File: config.mk
export PLATFORM = sky130hd
export DESIGN_NAME = gyro_gesture_toggle_motor_drive_top
export DESIGN_NICKNAME = d
export VERILOG_FILES = /design/src/hw/rtl/ggtmd_pkg.sv /design/src/hw/rtl/ggtmd_cfg.sv /design/src/hw/rtl/ggtmd_core.sv /design/src/hw/rtl/gyro_gesture_toggle_motor_drive_top.sv
export SDC_FILE = /design/constraint.sdc
export NUM_CORES = 1
export LEC_CHECK = 0
export BUFFER_PORTS_ARGS = -buffer_cell sky130_fd_sc_hd__buf_2
export CAP_MARGIN = 30
export CORE_MARGIN = 2
export CORE_UTILIZATION = 50
export CTS_CLUSTER_DIAMETER = 100
export DETAILED_ROUTE_END_ITERATION = 10
export PLACE_DENSITY = 0.82
export SKIP_LAST_GASP = 1
export SLEW_MARGIN = 10
export SYNTH_ARGS = -nofsm -noshare
export SYNTH_HDL_FRONTEND = slang
export SYNTH_SLANG_ARGS = --single-unit
File: constraint.sdc
create_clock -name clk -period 11 [get_ports clk]
set_input_delay 2.2 -clock clk [delete_from_list [all_inputs] [get_ports clk]]
set_output_delay 2.2 -clock clk [all_outputs]
set_load 0.02 [all_outputs]
File: src/hw/rtl/ggtmd_pkg.sv
// shared types and constants for the gyro gesture toggle motor drive
package ggtmd_pkg;

  // register indexes on the configuration port
  localparam int unsigned CfgIdxW = 3;
  localparam logic [CfgIdxW-1:0] CFG_EXT_THR  = 3'd0;
  localparam logic [CfgIdxW-1:0] CFG_FLX_THR  = 3'd1;
  localparam logic [CfgIdxW-1:0] CFG_RUN_CD   = 3'd2;
  localparam logic [CfgIdxW-1:0] CFG_RESTART  = 3'd3;
  localparam logic [CfgIdxW-1:0] CFG_SPEED    = 3'd4;

  localparam int unsigned CfgDataW = 16;

  // register reset values
  localparam logic signed [15:0] EXT_THR_RST = -16'sd1792;
  localparam logic signed [15:0] FLX_THR_RST = 16'sd1792;
  localparam logic [15:0]        RUN_CD_RST  = 16'd500;
  localparam logic [15:0]        RESTART_RST = 16'd1000;
  localparam logic [14:0]        SPEED_RST   = 15'd256;

  // angle limits in signed Q8.8: 5 and 88 degrees
  localparam logic signed [15:0] ANGLE_LOW  = 16'sd1280;
  localparam logic signed [15:0] ANGLE_HIGH = 16'sd22528;

  localparam int unsigned InDataW  = 64;
  localparam int unsigned OutDataW = 24;

  typedef struct packed {
    logic signed [15:0] ext_thr;
    logic signed [15:0] flx_thr;
    logic [15:0]        run_cd;
    logic [15:0]        restart_cd;
    logic [14:0]        speed;
  } cfg_t;

  typedef struct packed {
    logic [31:0]        now_ms;
    logic signed [15:0] elbow_deg;
    logic signed [15:0] gyro_rate;
  } sample_t;

  typedef struct packed {
    logic               flexing;
    logic               extending;
    logic signed [15:0] velocity_cmd;
  } result_t;

endpackage

File: src/hw/rtl/ggtmd_cfg.sv
// configuration register file
module ggtmd_cfg
  import ggtmd_pkg::*;
(
  input  logic                clk,
  input  logic                rst_n,
  input  logic                wr_en,
  input  logic [CfgIdxW-1:0]  wr_index,
  input  logic [CfgDataW-1:0] wr_data,
  output cfg_t                cfg
);

  cfg_t cfg_r;
  cfg_t cfg_nxt;

  // register decode
  always_comb begin
    cfg_nxt = cfg_r;
    if (wr_en) begin
      unique case (wr_index)
        CFG_EXT_THR: cfg_nxt.ext_thr    = $signed(wr_data);
        CFG_FLX_THR: cfg_nxt.flx_thr    = $signed(wr_data);
        CFG_RUN_CD:  cfg_nxt.run_cd     = wr_data;
        CFG_RESTART: cfg_nxt.restart_cd = wr_data;
        CFG_SPEED:   cfg_nxt.speed      = wr_data[14:0];
        default:     cfg_nxt = cfg_r;
      endcase
    end
  end

  always_ff @(posedge clk) begin
    if (!rst_n) begin
      cfg_r.ext_thr    <= EXT_THR_RST;
      cfg_r.flx_thr    <= FLX_THR_RST;
      cfg_r.run_cd     <= RUN_CD_RST;
      cfg_r.restart_cd <= RESTART_RST;
      cfg_r.speed      <= SPEED_RST;
    end else begin
      cfg_r <= cfg_nxt;
    end
  end

  assign cfg = cfg_r;

endmodule

File: src/hw/rtl/ggtmd_core.sv
// gesture toggle state and velocity decision for one sample
module ggtmd_core
  import ggtmd_pkg::*;
(
  input  logic    clk,
  input  logic    rst_n,
  input  logic    upd,
  input  sample_t smp,
  input  cfg_t    cfg,
  output result_t res
);

  logic signed [15:0] held_r, held_nxt;
  logic               ea_r, ea_nxt, ems_r, ems_nxt;
  logic [31:0]        est_r, est_nxt, esp_r, esp_nxt;
  logic               fa_r, fa_nxt, fms_r, fms_nxt;
  logic [31:0]        fst_r, fst_nxt, fsp_r, fsp_nxt;
  logic               ext_g, flx_g;
  logic [31:0]        restart_w, run_w;
  logic signed [15:0] pos_speed, neg_speed;

  assign ext_g     = smp.gyro_rate < cfg.ext_thr;
  assign flx_g     = smp.gyro_rate > cfg.flx_thr;
  assign restart_w = {16'd0, cfg.restart_cd};
  assign run_w     = {16'd0, cfg.run_cd};
  assign pos_speed = $signed({1'b0, cfg.speed});
  assign neg_speed = -pos_speed;

  // extend side, then flex side, then angle cut
  always_comb begin
    held_nxt = held_r;
    ea_nxt   = ea_r;
    ems_nxt  = ems_r;
    est_nxt  = est_r;
    esp_nxt  = esp_r;
    fa_nxt   = fa_r;
    fms_nxt  = fms_r;
    fst_nxt  = fst_r;
    fsp_nxt  = fsp_r;

    if (ext_g && !ea_nxt && ((smp.now_ms - esp_nxt) > restart_w)) begin
      held_nxt = pos_speed;
      est_nxt  = smp.now_ms;
      ea_nxt   = 1'b1;
      ems_nxt  = 1'b0;
    end
    if (ea_nxt && ((smp.now_ms - est_nxt) > run_w)) begin
      ems_nxt = 1'b1;
    end
    if (ems_nxt && ext_g) begin
      held_nxt = '0;
      ea_nxt   = 1'b0;
      ems_nxt  = 1'b0;
      esp_nxt  = smp.now_ms;
    end

    if (flx_g && !fa_nxt && ((smp.now_ms - fsp_nxt) > restart_w)) begin
      held_nxt = neg_speed;
      fst_nxt  = smp.now_ms;
      fa_nxt   = 1'b1;
      fms_nxt  = 1'b0;
    end
    if (fa_nxt && ((smp.now_ms - fst_nxt) > run_w)) begin
      fms_nxt = 1'b1;
    end
    if (fms_nxt && flx_g) begin
      held_nxt = '0;
      fa_nxt   = 1'b0;
      fms_nxt  = 1'b0;
      fsp_nxt  = smp.now_ms;
    end

    if ((smp.elbow_deg <= ANGLE_LOW) && (held_nxt < 16'sd0)) begin
      held_nxt = '0;
    end
    if ((smp.elbow_deg >= ANGLE_HIGH) && (held_nxt > 16'sd0)) begin
      held_nxt = '0;
    end
  end

  // state update on each sample that moves to the result register
  always_ff @(posedge clk) begin
    if (!rst_n) begin
      held_r <= '0;
      ea_r   <= 1'b0;
      ems_r  <= 1'b0;
      est_r  <= '0;
      esp_r  <= '0;
      fa_r   <= 1'b0;
      fms_r  <= 1'b0;
      fst_r  <= '0;
      fsp_r  <= '0;
    end else if (upd) begin
      held_r <= held_nxt;
      ea_r   <= ea_nxt;
      ems_r  <= ems_nxt;
      est_r  <= est_nxt;
      esp_r  <= esp_nxt;
      fa_r   <= fa_nxt;
      fms_r  <= fms_nxt;
      fst_r  <= fst_nxt;
      fsp_r  <= fsp_nxt;
    end
  end

  assign res.velocity_cmd = held_nxt;
  assign res.extending    = ea_nxt;
  assign res.flexing      = fa_nxt;

endmodule

File: src/hw/rtl/gyro_gesture_toggle_motor_drive_top.sv
// top level of the gyro gesture toggle motor drive
//
// channel | direction | handshake            | payload
// in_     | slave     | in_tvalid/in_tready  | in_tdata 64 bit sample
// out_    | master    | out_tvalid/out_tready| out_tdata 24 bit result
// cfg_    | slave     | cfg_valid/cfg_ready  | cfg_index 3 bit, cfg_data 16 bit
//
// one sample a cycle sustained while out_tready stays high; the stages are the
// input register, then the gesture logic in ggtmd_core feeding the result register
// rst_n is synchronous; it clears the run state, the valid flags and loads
// the register reset values
// a stalled result holds the input register; in_tready follows out_tready
// through the two stages, and cfg_ready is always high
module gyro_gesture_toggle_motor_drive_top
  import ggtmd_pkg::*;
(
  input  logic                clk,
  input  logic                rst_n,
  input  logic                in_tvalid,
  output logic                in_tready,
  // gyro_rate[15:0], elbow_deg[31:16], now_ms[63:32]
  input  logic [InDataW-1:0]  in_tdata,
  output logic                out_tvalid,
  input  logic                out_tready,
  // velocity_cmd[15:0], extending[16], flexing[17], zero[23:18]
  output logic [OutDataW-1:0] out_tdata,
  input  logic                cfg_valid,
  output logic                cfg_ready,
  input  logic [CfgIdxW-1:0]  cfg_index,
  input  logic [CfgDataW-1:0] cfg_data
);

  cfg_t    cfg;
  sample_t smp_r;
  logic    smp_vld_r;
  result_t res;
  result_t res_r;
  logic    out_vld_r;
  logic    adv;

  assign cfg_ready = 1'b1;

  ggtmd_cfg u_cfg (
    .clk      (clk),
    .rst_n    (rst_n),
    .wr_en    (cfg_valid & cfg_ready),
    .wr_index (cfg_index),
    .wr_data  (cfg_data),
    .cfg      (cfg)
  );

  // result register free or emptying this cycle
  assign adv       = !out_vld_r || out_tready;
  assign in_tready = !smp_vld_r || adv;

  // input register
  always_ff @(posedge clk) begin
    if (!rst_n) begin
      smp_vld_r <= 1'b0;
    end else if (in_tready) begin
      smp_vld_r <= in_tvalid;
    end
  end

  always_ff @(posedge clk) begin
    if (in_tready && in_tvalid) begin
      smp_r <= sample_t'(in_tdata);
    end
  end

  ggtmd_core u_core (
    .clk   (clk),
    .rst_n (rst_n),
    .upd   (smp_vld_r & adv),
    .smp   (smp_r),
    .cfg   (cfg),
    .res   (res)
  );

  // result register
  always_ff @(posedge clk) begin
    if (!rst_n) begin
      out_vld_r <= 1'b0;
    end else if (adv) begin
      out_vld_r <= smp_vld_r;
    end
  end

  always_ff @(posedge clk) begin
    if (adv && smp_vld_r) begin
      res_r <= res;
    end
  end

  assign out_tvalid = out_vld_r;
  assign out_tdata  = {6'd0, res_r};

`ifndef ASSERT_OFF
  // a positive command only comes from a running extend
  a_pos_extend: assert property (@(posedge clk) disable iff (!rst_n)
    (out_tvalid && ($signed(out_tdata[15:0]) > 16'sd0)) |-> out_tdata[16])
    else $error("positive velocity without extend run");

  // a negative command only comes from a running flex
  a_neg_flex: assert property (@(posedge clk) disable iff (!rst_n)
    (out_tvalid && ($signed(out_tdata[15:0]) < 16'sd0)) |-> out_tdata[17])
    else $error("negative velocity without flex run");

  // both stages full and stalled: no new sample taken
  a_full_stall: assert property (@(posedge clk) disable iff (!rst_n)
    (smp_vld_r && out_vld_r && !out_tready) |-> !in_tready)
    else $error("sample accepted while pipeline is full");

  // an accepted sample lands in the input register
  a_accept_load: assert property (@(posedge clk) disable iff (!rst_n)
    (in_tvalid && in_tready) |=> smp_vld_r)
    else $error("accepted sample lost");
`endif

endmodule

==> out/qor.yml, run 1 <==
outcome:
  outcome: "complete, no violations"
layout:
  finalNetCount: 3309
  area_growth_pct: 13.9
  diodes: 0
  drive_gt1_share_pct: 13.0
  fillers: 4080
timing:
  min_period_ns: 10.55
  finClkSkew_ns: 0.0294
  fmax_mhz: 94.8
  setup_tns_ns: 0
  worst_slew_pin_slew_ns: 0.979
  rsz0062_at_grt: "yes"
  relSlewSlack_pct: 34.4
  setup-violations-final: 0
  post-route-period-util_pct: 95.9
  finalHoldViolCount: 0
  maxSlewViolCount: 0
  setup_ws_ns: 0.447
placement:
  placement.io_buffers: 107
  dp_slack_ns: -0.406
  dp_hpwl_um: 51800
  gp_congestion: 1.00
clock_tree:
  htreeDepth: 2
  numCtsBuffers: 37
  insertion_delay_ns: 0.60
  cts.clk_slew.worst_paths_ns: 0.06
  clock-sinks: 311
  clockBufferDepth: 3
  cts_tree: "built"
  cts_root_buf: "clkbuf_16"
synth:
  post-synth-top-count-cell: "nand2_1"
  ys_seq_area_share_pct: 30.1
  synth_edf_count: 82
  syn_area_mm2: 0.0234
  synth.distinct_cells: 100
  synth_area_leaders: "dfxtp_1, ha_1, edfxtp_1"
  synth-seq-cells: 311
  synthTopCellsByCount: "nand2_1, dfxtp_1, a21oi_1, ha_1, inv_1"
  synth_top_area_share_pct: 19.6
  synthArstFlopShare_pct: 0
  ys.warnings.count: 0
  syn_area_per_cell_um2: 8.16
  synth_top_area_cell: "dfxtp_1"
  syn_inst: 2866
  yosys_most_used_dff: "dfxtp_1"
critical_path:
  critPathArrivalTime_ns: 11.02
  critPathMaxStageDelay_ns: 0.50
  startpoint_type: "register"
  cp_common_cell: "a21o_1"
  crit_type: "reg -> reg"
  end_kind: "register"
  required_ns: 11.46
  slowest_stage: "or4bb_4"
  ff2ff_setup_slack_ns: 0.45
  crit_fanout: 5
global_routing:
  grt_pass1_vias: 20700
  grt_max_degree: 136
  grt_overflow: 0
  antenna_found_initial: 0
  grt_pass1_wl_um: 112000
  track_usage_pct: 29.0
power_and_ir_drop:
  power_density_mw_per_mm2: 141
  vdd_ir_drop_max_uv: 125
  leakage_nw: 11.1
floorplanning:
  core_mm2: 0.0464
  fp.dieW_um: 220
  die-area_mm2: 0.0485
  start_util_pct: 50.5
  pin_count: 115
  rows: 79
  fp.dieH_um: 220
detailed_routing:
  finalWirelength_um: 71400
  drt-initial-drc-count: 2299
  first_pass_iters: 6
  avgRoutedWirePerCell_um: 19.6
  postRouteAntennaNets: 0
  num_vias: 22300
  drc: 0
  via_per_inst: 6.11
flow_run:
  maxCapViolations: 0
min_path:
  hp-class: "reg -> reg"
[final cells by class]
cell class	instances	area [µm²]	area share, %
Clock buffer	46	970	3.64
Clock inverter	22	253	0.948
Inverter	191	719	2.70
Multi-Input combinational cell	2238	15400	57.9
Sequential cell	311	7050	26.4
Tap cell	607	759	2.85
Timing Repair Buffer	229	1480	5.55
[final timing paths]
path	startpoint	end	depth (start not counted)
setup / recovery	smp_r[32]	u_core.held_r[5]	50
hold / removal	u_cfg.cfg[72]	u_cfg.cfg[72]	2
setup reg to reg	smp_r[32]	u_core.held_r[5]	50
hold reg to reg	u_cfg.cfg[72]	u_cfg.cfg[72]	2
[sequential cells by signal (all words and copies together), names as in the netlist]
name / count
out_tdata: 18
out_tvalid: 1
smp_r: 64
smp_vld_r: 1
u_cfg.cfg: 79
u_core.ea_r: 1
u_core.ems_r: 1
u_core.esp_r: 32
u_core.est_r: 32
u_core.fa_r: 1
u_core.fms_r: 1
u_core.fsp_r: 32
u_core.fst_r: 32
u_core.held_r: 16
[where the power goes]
group | leakage [nW] | switching (mW) | internal, mW | total, mW
Clock | 0.586 | 0.543 | 0.712 | 1.25
Combinational | 7.89 | 0.744 | 0.485 | 1.23
Sequential | 2.66 | 0.0408 | 1.23 | 1.27
Total | 11.1 | 1.33 | 2.43 | 3.75
[layout by cell type, fill, tap and decap left out, types with 9 or more instances in the layout]
cell type,n
nand2_1,379
dfxtp_1,229
a21oi_1,216
ha_1,205
inv_1,189
nor2_1,177
buf_4,119
o21ai_0,115
buf_2,106
mux2i_1,94
a21o_1,82
edfxtp_1,82
nor2b_1,79
a21boi_0,79
xnor2_1,59
o211a_1,50
nand4_1,48
nor3_1,48
nand3_1,47
o211ai_1,46
nand2b_1,42
clkbuf_16,37
and2_1,30
xor2_1,29
o21a_1,25
o21bai_1,24
a31oi_1,22
and3_1,21
nor4_1,17
a211oi_1,15
or2_2,13
or3_1,11
o22ai_1,10
o21ai_1,10
o31ai_1,10
a211o_1,9
[per-layer routing]
layer  vias up  track usage, %  routed length [µm]
met5         -               0                   0
met2       951            46.7               32200
met3       198            4.34                5770
met4         0            12.3                3130
li1      10600               -                   -
met1     10500            38.7               30300
[critical path: cells and delay by family, from the launching register on]
kind | cells | cell delay, ns
adders and majority gates | 7 | 1.87
xor gates and xnor gates | 1 | 0.16
DFF | 1 | 0.40
and+or+nand+nor | 14 | 3.09
buffers and inverters | 3 | 0.23
AOI/OAI and AO/OA | 25 | 4.68
[metrics by stage]
stage | hold slack (ns) | std cells | utilization, % | total power [mW] | instance area (µm²)
2_1_floorplan | 0.439 | 2871 | - | 2.12 | 23400
3_3_place_gp | 0.453 | 3527 | 53.4 | 2.43 | 24800
3_5_place_dp | 0.459 | 3528 | 53.4 | 2.44 | 24800
4_1_cts | 0.466 | 3628 | 56.7 | 3.70 | 26300
5_1_grt | 0.482 | 3644 | 57.5 | 3.93 | 26600
6_report | 0.464 | 3644 | 57.5 | 3.75 | 26600
[cells by family (layout without fill, tap and decap cells)]
logic type | count (synthesis) | count (layout) | share of synthesized area (%)
AND/OR/NAND/NOR | 974 | 974 | 20.0
AO/OA/AOI/OAI | 844 | 844 | 24.8
buffers and inverters | 322 | 488 | 5.37
flip-flops | 311 | 311 | 30.1
adder cells (fa/ha/maj) | 221 | 221 | 11.8
multiplexers | 102 | 102 | 4.41
XOR/XNOR | 90 | 90 | 3.37
other | 2 | 7 | 0.0321
[timing repair]
action	CTS	global route
pin swaps	7	36
setup buffers	32	14
hold buffers	0	0
gates resized for setup	17	56
endpoints found under the setup margin	60	102
Note: power is estimated with default switching activity, not from simulation.
==> run 2: changes to the inputs <==
CORE_UTILIZATION = 30   (was 50)
PLACE_DENSITY = 0.58   (was 0.82)
==> run 2 against run 1 <==
Net effect:
- non-clock buffer count increased by 25
- final area is 3.4% higher
- first-iteration DRC count is 35% lower
- die area is 65% higher
- sequential share of layout area shrank 0.86 points
- clock-buffer cell count is 6 higher
- register-to-register slack improved by 0.13 ns
- via count is 3.7% lower
- routed wire length rose by 3.8%
- total power increased by 2.5%
- sequential cell count is the same
- critical endpoint is now u_core.held_r[3]
- largest power group is now clock
- highest routed layer unchanged
==> out/qor.yml, run 2 (synthesis results as in run 1) <==
clock_tree:
  insertion_delay_ns: 0.57  # -0.03 ns
  clock-sinks: 311  # unchanged
  ctsHoldBuffers: 0  # unchanged
  cts_root_buf: "clkbuf_16"
  cts.clk_slew.worst_paths_ns: 0.06  # about the same
  htreeDepth: 2  # unchanged
  numCtsBuffers: 38  # +2.7%
  cts_tree: "built"
  clockBufferDepth: 3  # unchanged
floorplanning:
  core_mm2: 0.0773  # +67%
  pin_count: 115  # unchanged
  fp.dieH_um: 283  # +29%
  die-area_mm2: 0.0802  # +65%
  fp.dieW_um: 283  # +29%
  rows: 102  # +29%
  start_util_pct: 30.2  # -20 points
min_path:
  holdPathStages: 2  # unchanged
  hp-class: "reg -> reg"
  worstHoldEndpoint: "u_cfg.cfg[42]"
  hp-start: "u_cfg.cfg[42]"
placement:
  dp_cells: 4010  # +14%
  gp_congestion: 0.944  # -5.6%
  post_dp_cell_area_mm2: 0.0257  # +3.8%
  dp_hpwl_um: 56500  # +9.2%
  placement.io_buffers: 107  # unchanged
outcome:
  outcome: "complete, no violations"
detailed_routing:
  via_per_inst: 5.22  # -14%
  drc: 0  # unchanged
  postRouteAntennaNets: 0  # unchanged
  first_pass_iters: 5  # -1
  finalWirelength_um: 74100  # +3.8%
  avgRoutedWirePerCell_um: 18.1  # -7.8%
  drt-initial-drc-count: 1499  # -35%
  num_vias: 21400  # -3.7%
timing:
  finalHoldViolCount: 0  # unchanged
  hold_ws_ns: 0.462  # -0.00239 ns
  relSlewSlack_pct: 36.6  # +2.2 points
  setup_tns_ns: 0  # unchanged
  fmax_mhz: 96.0  # +1.3%
  worst_slew_pin_slew_ns: 0.951  # -0.0273 ns
  post-route-period-util_pct: 94.7  # -1.2 points
  finClkSkew_ns: 0.0229  # -0.00650 ns
  setup-violations-final: 0  # unchanged
  maxSlewViolCount: 0  # unchanged
  min_period_ns: 10.42  # -0.132 ns
critical_path:
  ff2ff_setup_slack_ns: 0.58  # +0.13 ns
  r2r-start: "smp_r[32]"
  crit_fanout: 5  # unchanged
  required_ns: 11.46  # about the same
  reg2reg_to: "u_core.held_r[3]"
  worstRegToRegCells: 50  # unchanged
  slowest_stage: "or4bb_4"
  crit_type: "reg -> reg"
  cp_common_cell: "a21o_1"
  critPathArrivalTime_ns: 10.88  # -0.14 ns
  critPathMaxStageDelay_ns: 0.51  # about the same
  startpoint_type: "register"
  end_kind: "register"
power_and_ir_drop:
  switchingPower_mw: 1.33  # +0.14%
  leakage_nw: 11.3  # +1.7%
  power_density_mw_per_mm2: 140  # -0.82%
  intPower_mw: 2.52  # +3.8%
  pwr-share-seq_pct: 33.0  # -0.9 points
  clkPwrFrac_pct: 34.1  # +0.7 points
  vdd_ir_drop_max_uv: 86.8  # -31%
  totalPowerFinal_mw: 3.85  # +2.5%
  swShare_pct: 34.5  # -0.82 points
  p_comb_share_pct: 32.9  # +0.2 points
layout:
  drive_gt1_share_pct: 14.1  # +1.2 points
  area_growth_pct: 17.8
  stdcell_count: 4104  # +13%
  largest_reg_flops: 79  # unchanged
  finalNetCount: 3335  # +0.79%
  layout_commonest_cell: "nand2_1"
  layout_common_cells: "nand2_1, dfxtp_1, a21oi_1"
  final_area_mm2: 0.0275  # +3.4%
flow_run:
  maxCapViolations: 0  # unchanged
global_routing:
  grt_max_degree: 87  # -36%
  track_usage_pct: 17.9  # -11 points
  grt_pass1_vias: 20300  # -1.6%
  grt_overflow: 0  # unchanged
  antenna_found_initial: 2  # +2
  grt_pass1_wl_um: 115000  # +3.3%
-- run 2: cell count changes in the layout (fill, tap and decap cells not counted), sizes merged --
cell,change
buf,+25
clkbuf,+6
clkinv,-4
clkinvlp,-1
diode,+1
-- run 2: area by class of cell --
| cell class | count | area (µm²) |
|---|---|---|
| timing repair buffer | 254 | 1710 |
| clock buffer | 52 | 1090 |
| antenna | 1 | 2.50 |
| tap | 1040 | 1300 |
| multi-input combinational | 2238 | 15500 |
| fill | 8157 | 49800 |
| clock inverter | 17 | 206 |
| inverter | 191 | 719 |
| sequential | 311 | 7050 |
-- run 2: how the worst max path moves through the flow --
stage / startpoint / to / depth (start not counted)
2_1_floorplan: smp_r[32] / u_core.held_r[12] / 56
3_3_place_gp: smp_r[33] / u_core.held_r[9] / 53
5_1_grt: smp_r[35] / u_core.held_r[3] / 50
3_5_place_dp: smp_r[33] / u_core.held_r[9] / 53
4_1_cts: smp_r[36] / u_core.held_r[3] / 50
6_report: smp_r[32] / u_core.held_r[3] / 50
-- run 2: worst max-delay path, delay by kind of cell, from the launching register on --
family,cells,cell delay (ns)
compound gates,25,4.73
xor+xnor,1,0.14
fa+ha+maj,7,1.72
buf+inv,3,0.23
flops,1,0.40
simple gates,14,3.11
-- run 2: metrics by stage --
| step | util [%] | setup slack, ns |
|---|---|---|
| finish | 35.6 | 0.579 |
| global route | 35.6 | -0.153 |
| CTS | 35.0 | 0.0231 |
| detailed placement | 33.2 | -0.308 |
| global placement | 33.2 | -0.0903 |
| floorplan | - | 0.0289 |
-- run 2: what timing repair did --
item / 4_1_cts / 5_1_grt
hold endpoints to repair: 0 / 0
setup buffers: 2 / 21
pin swaps: 1 / 52
endpoints found under the setup margin: 31 / 102
gates resized for setup: 11 / 76
-- run 2: power by group through the flow --
stage,Sequential [mW],Clock [mW],Combinational [mW]
after global routing,1.28,1.39,1.40
after CTS,1.27,1.35,1.21
after detailed placement,1.30,0,1.20
after global placement,1.30,0,1.20
after floorplan,1.29,0,0.830
final,1.27,1.31,1.27
-- run 2: layer usage --
layer / vias to the layer above / GRT usage, % / share of wire [%] / routed length, µm
li1: 10700 / - / - / -
met1: 10100 / 23.9 / 46 / 34200
met2: 512 / 29.6 / 46 / 34000
met3: 103 / 2.14 / 4.7 / 3520
met4: 0 / 6.16 / 3.2 / 2390
met5: - / 0 / 0 / 0
